<file path="config.mk">
export PLATFORM = sky130hd
export DESIGN_NAME = cvz_outq
export DESIGN_NICKNAME = d
export VERILOG_FILES = /design/src/rtl/core/cvz_pkg.sv /design/src/rtl/core/cvz_outq.sv
export SDC_FILE = /design/constraint.sdc
export NUM_CORES = 1
export LEC_CHECK = 0
export BUFFER_PORTS_ARGS = -buffer_cell sky130_fd_sc_hd__buf_2
export CORE_UTILIZATION = 55
export DETAILED_ROUTE_END_ITERATION = 10
export GPL_TIMING_DRIVEN = 0
export PLACE_DENSITY = 0.72
export SLEW_MARGIN = 30
export SYNTH_ARGS = -nofsm -noshare
export SYNTH_HDL_FRONTEND = slang
export SYNTH_SLANG_ARGS = --single-unit
</file>
<file path="constraint.sdc">
create_clock -name i_clk -period 6.1 [get_ports i_clk]
set_input_delay 0.305 -clock i_clk [delete_from_list [all_inputs] [get_ports i_clk]]
set_output_delay 0.305 -clock i_clk [all_outputs]
set_load 0.01 [all_outputs]
</file>
<file path="src/rtl/core/cvz_pkg.sv">
`timescale 1ns / 1ps
`default_nettype none
// ----------------------------------------------------------------------------
// cvz_pkg
// Shared constants and types for the 3x3 zero-padded stream filter.
// ----------------------------------------------------------------------------
package cvz_pkg;

    localparam int MAX_WIDTH      = 1024;
    localparam int COEF_FRAC_BITS = 8;
    localparam int COL_W          = $clog2(MAX_WIDTH);
    localparam int IMG_W_W        = 11;
    localparam int IMG_H_W        = 13;
    localparam int ROW_W          = 13;
    localparam int PIX_W          = 8;
    localparam int COEF_W         = 16;
    localparam int PROD_W         = PIX_W + 1 + COEF_W;
    localparam int SUM_W          = PROD_W + 4;

    localparam int CFG_DATA_W     = 64;
    localparam int CFG_ADDR_W     = 6;
    localparam int CFG_REG_W      = 3 * COEF_W;
    localparam int CFG_IDX_W      = CFG_ADDR_W - 3;

    localparam logic [CFG_IDX_W-1:0] REG_COEF_TOP    = 3'd0;
    localparam logic [CFG_IDX_W-1:0] REG_COEF_MID    = 3'd1;
    localparam logic [CFG_IDX_W-1:0] REG_COEF_BOTTOM = 3'd2;
    localparam logic [CFG_IDX_W-1:0] REG_IMG_WIDTH   = 3'd3;
    localparam logic [CFG_IDX_W-1:0] REG_IMG_HEIGHT  = 3'd4;

    localparam logic [CFG_REG_W-1:0] COEF_TOP_RST    = 48'h0000_0000_0000;
    localparam logic [CFG_REG_W-1:0] COEF_MID_RST    = 48'h0000_0100_0000;
    localparam logic [CFG_REG_W-1:0] COEF_BOTTOM_RST = 48'h0000_0000_0000;
    localparam logic [IMG_W_W-1:0]   IMG_W_RST       = 11'd640;
    localparam logic [IMG_H_W-1:0]   IMG_H_RST       = 13'd480;

    // items in flight between acceptance and the output queue
    localparam int PIPE_ITEMS     = 4;
    localparam int OQ_DEPTH       = 16;
    localparam int OQ_PTR_W       = $clog2(OQ_DEPTH);
    localparam int OQ_CNT_W       = OQ_PTR_W + 1;
    localparam int OQ_STALL_LEVEL = OQ_DEPTH - 2 * (PIPE_ITEMS + 1);

    typedef logic [PIX_W-1:0]               t_pix;
    typedef logic [2:0][2:0][PIX_W-1:0]     t_win;
    typedef logic [2:0][CFG_REG_W-1:0]      t_coef_set;

    typedef struct packed {
        logic has0;
        logic has1;
        logic frame_end;
    } t_tag;

    typedef struct packed {
        logic [PIX_W-1:0] pix;
        logic             eol;
        logic             eof;
        logic             last;
    } t_result;

    typedef struct packed {
        logic             valid;
        logic [COL_W-1:0] col;
        t_pix             px;
        logic             ge1;
        logic             ge2;
        logic             zero_col;
        t_tag             tag;
    } t_s1;

endpackage
`default_nettype wire

</file>
<file path="src/rtl/core/cvz_outq.sv">
`timescale 1ns / 1ps
`default_nettype none
// ----------------------------------------------------------------------------
// cvz_outq
// Result queue: up to two writes per cycle, one read. Raises o_high early
// enough that every item already in the pipeline still finds room.
// ----------------------------------------------------------------------------
module cvz_outq (
    input  wire logic             i_clk,
    input  wire logic             i_rst_n,
    input  wire logic             i_push0,
    input  wire logic             i_push1,
    input  wire cvz_pkg::t_result i_res0,
    input  wire cvz_pkg::t_result i_res1,
    input  wire logic             i_stall,
    output logic                  o_valid,
    output cvz_pkg::t_result      o_head,
    output logic                  o_high
);
    import cvz_pkg::*;

    t_result               r_mem [OQ_DEPTH];
    logic [OQ_PTR_W-1:0]   r_wp;
    logic [OQ_PTR_W-1:0]   r_rp;
    logic [OQ_CNT_W-1:0]   r_count;
    logic [OQ_PTR_W-1:0]   w_wp1;
    logic [OQ_CNT_W-1:0]   n_count;
    logic                  w_pop;

    assign o_valid = (r_count != '0);
    assign w_pop   = o_valid && !i_stall;
    assign w_wp1   = r_wp + OQ_PTR_W'(i_push0);
    assign n_count = r_count + OQ_CNT_W'(i_push0) + OQ_CNT_W'(i_push1)
                   - OQ_CNT_W'(w_pop);

    always_ff @(posedge i_clk) begin
        if (i_push0) begin
            r_mem[r_wp] <= i_res0;
        end
        if (i_push1) begin
            r_mem[w_wp1] <= i_res1;
        end
    end

    always_ff @(posedge i_clk) begin
        if (!i_rst_n) begin
            r_wp    <= '0;
            r_rp    <= '0;
            r_count <= '0;
        end else begin
            r_wp    <= w_wp1 + OQ_PTR_W'(i_push1);
            r_rp    <= r_rp + OQ_PTR_W'(w_pop);
            r_count <= n_count;
        end
    end

    assign o_head = r_mem[r_rp];
    assign o_high = (r_count > OQ_CNT_W'(OQ_STALL_LEVEL));

endmodule
`default_nettype wire

</file>
==> impl_results.md, run 1 <==
* Status: complete, no violations
* Flops & latches, synth at 189
* Unique cell type count in the Yosys netlist at 49
* Avg Cell Area, Syn at 15.6 sq um
* Critical Path Most Common Cell: clkbuf_1
* Slowest Stage Delay on Critical Path at 0.71 ns
* Fin util at 63.4%
* Final worst setup slack at 2.78 ns
* Hold Crit Class: primary input to register
* Die Y at 136 um
* Crit path max fanout at 10
* DR vias at 6143
* DP Area at 0.0106 sq mm
* # hold bufs at CTS at 0
* Synth Area in XOR/XNOR at 0.617%
* Setup TNS at 0 ns
* Critical path launch point type: register
* Sw Pwr at 1.12 mW
* Mux share of post-synthesis cell area at 25.6%
* Initial antenna violation count at 0
* IO buf count at 39
* I/O pin cnt at 40
* Cell taking the most area after synthesis: edfxtp_1
* Clock power share at 27.1%
* Leakage at 3.73 nW
* Main synth FF type: edfxtp_1
* First-pass iteration count of the detailed router at 5
* Critical-path top delay cell: clkbuf_1
* Rows at 48
* Crit Path Class: register to output pin
* Design Area, Final at 0.0111 sq mm
* Final Hold Fails at 0
* ANT cells at 0
* Cell Area, Synth at 0.00993 sq mm
* DIE AREA at 0.0186 sq mm
* Final Cycle Share at 54.4%
* Longest Clk Path Bufs at 2
* First-pass GRT wire length at 37200 um
* Pre-CTS WS at 3.14 ns
* Overall routing resource usage at 28.4%
* Switching share of total power at 30.6%
* Post-synthesis sequential area ratio at 55.8%
* Nets@finish at 745
* Sink Count at 189
* Adder-cell area share of the yosys netlist at 2.04%
* Final wirelength at 24700 um
* Cells after synthesis at 637
* WP data required at 5.79 ns
* Layout area overhead at 11.6%
* Cell Chain, Critical Path: clkbuf_1 > clkbuf_1 > mux4_2 > a22oi_1 > nand2_1 > buf_2
* VDD IR-drop max at 0.000251 V
* Die Wd at 136 um
* Layout Cells excl Fill at 940
* RSZ-0062 raised after global routing: false
* Root buffer cell: clkbuf_16
* Placer Congestion at 0.831
* HPWL Detailed at 17800 um
* Synth cell count leaders: 176 x edfxtp_1, 108 x mux2_2, 44 x mux4_2, 44 x o2bb2ai_1, 35 x clkbuf_1
* Post-layout min period at 3.32 ns
* Sequential power share at 42.9%
* Crit end category: output pin
* WL/cell at 26.2 um
* Top post-synthesis cells by area: edfxtp_1 53%, mux2_2 12%, mux4_2 10%
* Synth top area share at 53.2%
* Post-CTS Setup Repair Bufs at 0
* Power per cell area at 331 mW/mm^2
* Drt first-iter violations at 548
* Arr. time, crit path at 3.01 ns
* Slew @ Worst Pin at 0.867 ns
* Routed Antenna Nets at 0
* Synth warn at 0
* Clk_lat worst skew at 0.44 ns
* Slew Limit Headroom at 42.2%
* Num CTS Buffers at 17
* DP Cell Count at 909
* Final setup violation count at 0
* Final Max Slew Viols at 0
* Total core area at 0.0175 sq mm
* Most numerous cell in the Yosys netlist: edfxtp_1
* CTS H-tree lvls at 4
* Mapped Nets at 679
* Final Power at 3.66 mW
* Remaining Overflow, GRT at 0
* Compound-Gate Fraction of Synth Area at 8.44%
* DRC viols at 0
* EDFF count, synth at 176
* Internal Power at 2.54 mW
* Synth Area in Simple Gates at 4.16%
* Async SR Flop Fraction at 0%
* Final clock skew at 0.0114 ns
* Fmax at 302 MHz
* Largest family of logic cells by synthesized area: multiplexers
* Vias in the first global route at 6308
* CTS tree: built
* Via-to-Cell Ratio at 6.54
* Total of max-cap violations at 0
* Hold Worst Slack at 0.131 ns
* Initial Util at 56.8%
* Largest net degree at the start of global routing at 17
* Layout cells sized above 1 at 41.8%
* Clock transition at the registers of the reported paths at 0.07 ns
* Combinational fraction of design power at 30.0%
* PostCTS Resize Cnt at 0
[power groups by stage]
stage | combinational, mW | sequential, mW | clock (mW)
floorplan | 0.740 | 1.59 | 0
detailed placement | 1.09 | 1.60 | 0
finish | 1.10 | 1.57 | 0.991
CTS | 1.10 | 1.57 | 0.994
global route | 1.18 | 1.58 | 1.04
global placement | 1.02 | 1.60 | 0
[final timing paths]
kind                 end    start  slack (ns)  cells after the start
min           r_count[1]  i_rst_n        0.13                      2
max            o_head[6]  r_rp[1]        2.78                      6
min reg2reg      r_rp[0]  r_rp[0]        0.58                      2
max reg2reg  r_mem[5][8]  r_wp[0]        3.21                      6
[worst max-delay path, delay by kind of cell (launching register included)]
| kind | cells | cell delay, ns |
|---|---|---|
| buffers and inverters | 3 | 1.33 |
| muxes | 1 | 0.42 |
| DFF | 1 | 0.33 |
| AOI/OAI and AO/OA | 1 | 0.32 |
| and+or+nand+nor | 1 | 0.15 |
[area by class of cell]
type / count / area (sq um)
inverter: 10 / 37.5
clock inverter: 14 / 80.1
multi-input combinational: 377 / 4140
sequential: 189 / 5550
tap: 225 / 282
buffer: 61 / 287
fill: 1274 / 6400
timing repair buffer: 47 / 279
clock buffer: 17 / 425
[cell families after synthesis]
logic type / after synthesis
AOI/OAI and AO/OA: 103
xor gates and xnor gates: 7
adders and majority gates: 15
buffers and inverters: 71
DFF: 189
muxes: 176
and+or+nand+nor: 76
[placed cells by master, fill, tap and decap left out, types with 5 or more instances in the layout]
master,count
buf_2,59
ha_1,13
mux2_2,108
buf_6,9
o21ai_2,6
nand2_1,26
nor2_1,7
and2_1,11
nand2b_1,7
dfxtp_1,13
a21oi_1,5
o2bb2ai_1,44
inv_1,10
o22ai_2,10
mux4_2,44
clkbuf_1,35
edfxtp_1,176
mux2_4,18
buf_4,5
a22oi_1,22
nand3_1,5
clkinv_2,5
clkbuf_16,17
mux2_1,6
[flip-flops by register name (all words and copies together) (netlist names)]
name	flops
r_count	5
r_rp	4
r_wp	4
r_mem	176
[layer usage]
metal | share of wire [%] | track usage, %
met1 | 41 | 36.9
met2 | 49 | 46.7
met3 | 7.8 | 6.45
met4 | 2.2 | 9.88
met5 | 0 | 0
Note: power is estimated with default switching activity, not from simulation.
==> inputs of run 2 (changes only) <==
- ABC_AREA: not set -> 1
- clock period: 6.1 -> 3.2 ns (I/O delays scaled with it)
==> impl_results.md, run 2 <==
* Status: complete, no violations
* Final Power at 8.03 mW
* HPWL Detailed at 25100 um
* DP Area at 0.0118 sq mm
* Most numerous cell in the Yosys netlist: nand2_1
* CTS H-tree lvls at 4
* Setup TNS at 0 ns
* Nets@finish at 1577
* Slew @ Worst Pin at 1.05 ns
* Cells after synthesis at 1494
* RSZ-0062 raised after global routing: false
* Overall routing resource usage at 35.1%
* Drt first-iter violations at 1426
* DR vias at 10500
* First-pass iteration count of the detailed router at 7
* Largest net degree at the start of global routing at 19
* I/O pin cnt at 40
* Mapped Nets at 1536
* Pre-CTS WS at 0.185 ns
* Clock transition at the registers of the reported paths at 0.07 ns
* Initial Util at 55.9%
* EDFF count, synth at 176
* Synth warn at 0
* Sink Count at 189
* Longest Clk Path Bufs at 2
* Layout area overhead at 9.72%
* # fillers at 1812
* Slew Limit Headroom at 30.1%
* Arr. time, crit path at 3.07 ns
* Cell taking the most area after synthesis: edfxtp_1
* Final setup violation count at 0
* Avg Cell Area, Syn at 7.55 sq um
* IO buf count at 16
* Cell Chain, Critical Path: ha_1 > ha_1 > nor3_1 > buf_2 > nand2_1 > buf_2 > o21ai_2 > buf_2
* Slowest Stage Delay on Critical Path at 0.44 ns
* Commonest non-fill, non-tap cell in the layout: nand2_1
* # hold bufs at CTS at 0
* Total core area at 0.0202 sq mm
* Hold Crit Class: primary input to register
* Rows at 52
* Layout cells sized above 1 at 9.11%
* Final worst setup slack at 0.299 ns
* Layout Cells excl Fill at 1818
* Clk_lat worst skew at 0.45 ns
* Crit end category: register
* Biggest register: r_mem
* Hold Worst Slack at 0.0492 ns
* Main synth FF type: edfxtp_1
* Initial antenna violation count at 0
* Vias in the first global route at 9528
* Leakage at 5.90 nW
* Remaining Overflow, GRT at 0
* Commonest non-fill, non-tap cells in the layout: 618 x nand2_1, 314 x nand3_1, 176 x edfxtp_1
* Critical Path Most Common Cell: buf_2
* WP data required at 3.37 ns
* Num CTS Buffers at 17
* VDD IR-drop max at 0.000468 V
* CTS tree: built
* Die Y at 145 um
* Post-layout min period at 2.90 ns
* Via-to-Cell Ratio at 5.77
* Final Cycle Share at 90.7%
* Crit Path Class: register to register
* Cell Area, Synth at 0.0113 sq mm
* First-pass GRT wire length at 54700 um
* Placer Congestion at 0.988
* Critical-path top delay cell: dfxtp_1
* Fmax at 345 MHz
* Max reg flops at 176
* Total of max-cap violations at 0
* Final clock skew at 0.00842 ns
* ANT cells at 0
* Unique cell type count in the Yosys netlist at 29
* DIE AREA at 0.0211 sq mm
* DP Cell Count at 1786
* Design Area, Final at 0.0124 sq mm
* Critical path launch point type: register
* Final Max Slew Viols at 0
* Crit path max fanout at 10
* Root buffer cell: clkbuf_16
* Final Hold Fails at 0
* WL/cell at 20.1 um
* Synth cell count leaders: 618 x nand2_1, 314 x nand3_1, 176 x edfxtp_1
* Async SR Flop Fraction at 0%
* Post-synthesis sequential area ratio at 49.1%
* Top flop regs: r_mem (176), r_count (5)
* Final wirelength at 36500 um
* Flops & latches, synth at 189
* Power per cell area at 648 mW/mm^2
* DRC viols at 0
* Fin util at 61.4%
* Synth top area share at 46.8%
* Routed Antenna Nets at 0
* Top post-synthesis cells by area: edfxtp_1 47%, nand2_1 21%, nand3_1 14%
* Die Wd at 145 um
==> run 2: changes by cell type in the layout (fill, tap and decap cells not counted), moves of 18 or more <==
cell | before | now
a22oi_1 | 22 | 0
clkbuf_1 | 35 | 58
o2bb2ai_1 | 44 | 0
mux2_4 | 18 | 0
nand3_1 | 5 | 314
buf_1 | 0 | 21
nand2_1 | 26 | 618
inv_1 | 10 | 159
mux4_2 | 44 | 0
mux2_2 | 108 | 0
==> run 2: logic make-up after synthesis <==
logic type / share of synthesized area (%)
flops: 49.1
xor+xnor: 0.399
buf+inv: 11.5
compound gates: 1.15
fa+ha+maj: 1.80
simple gates: 36.0
==> run 2: report_power, final <==
group | total [mW] | internal, mW | switching, mW
combinational | 2.78 | 0.798 | 1.99
sequential | 3.01 | 2.94 | 0.0704
clock | 2.24 | 1.18 | 1.06
total | 8.03 | 4.91 | 3.11
==> run 2: area by class of cell <==
cell class              count  area [sq um]  area share, %
repair buffers             22           115          0.930
clock buffers              17           425           3.44
well taps                 270           338           2.73
clock inverters            15           173           1.39
flip-flops and latches    189          5550           44.8
plain buffers             137           686           5.54
multi-input cells        1004          4480           36.2
inverters                 164           616           4.97
==> run 2: path summary, 6_finish.rpt <==
check | from | to | slack (ns) | cells past startpoint
max | r_wp[0] | r_mem[13][7] | 0.30 | 8
min | i_push1 | r_wp[0] | 0.05 | 4
max reg2reg | r_wp[0] | r_mem[13][7] | 0.30 | 8
min reg2reg | r_rp[1] | r_rp[1] | 0.58 | 3
==> run 2: metal layers <==
layer,vias to the layer above,wire (um),GRT usage (%)
met5,-,0,0
met4,0,2050,20.2
met3,139,4890,7.80
met2,743,16100,53.4
met1,4747,13500,46.4
li1,4852,-,-
==> run 2: repair_timing <==
item,4_1_cts,5_1_grt
resized for setup,0,2
setup buffers,0,0
setup endpoints to repair,0,12
==> run 2: critical path: cells and delay by family (launching register included) <==
kind	cells	cell delay (ns)
AO/OA/AOI/OAI	1	0.18
adder cells (fa/ha/maj)	2	0.61
buffers and inverters	3	0.87
flip-flops	1	0.44
AND/OR/NAND/NOR	2	0.52
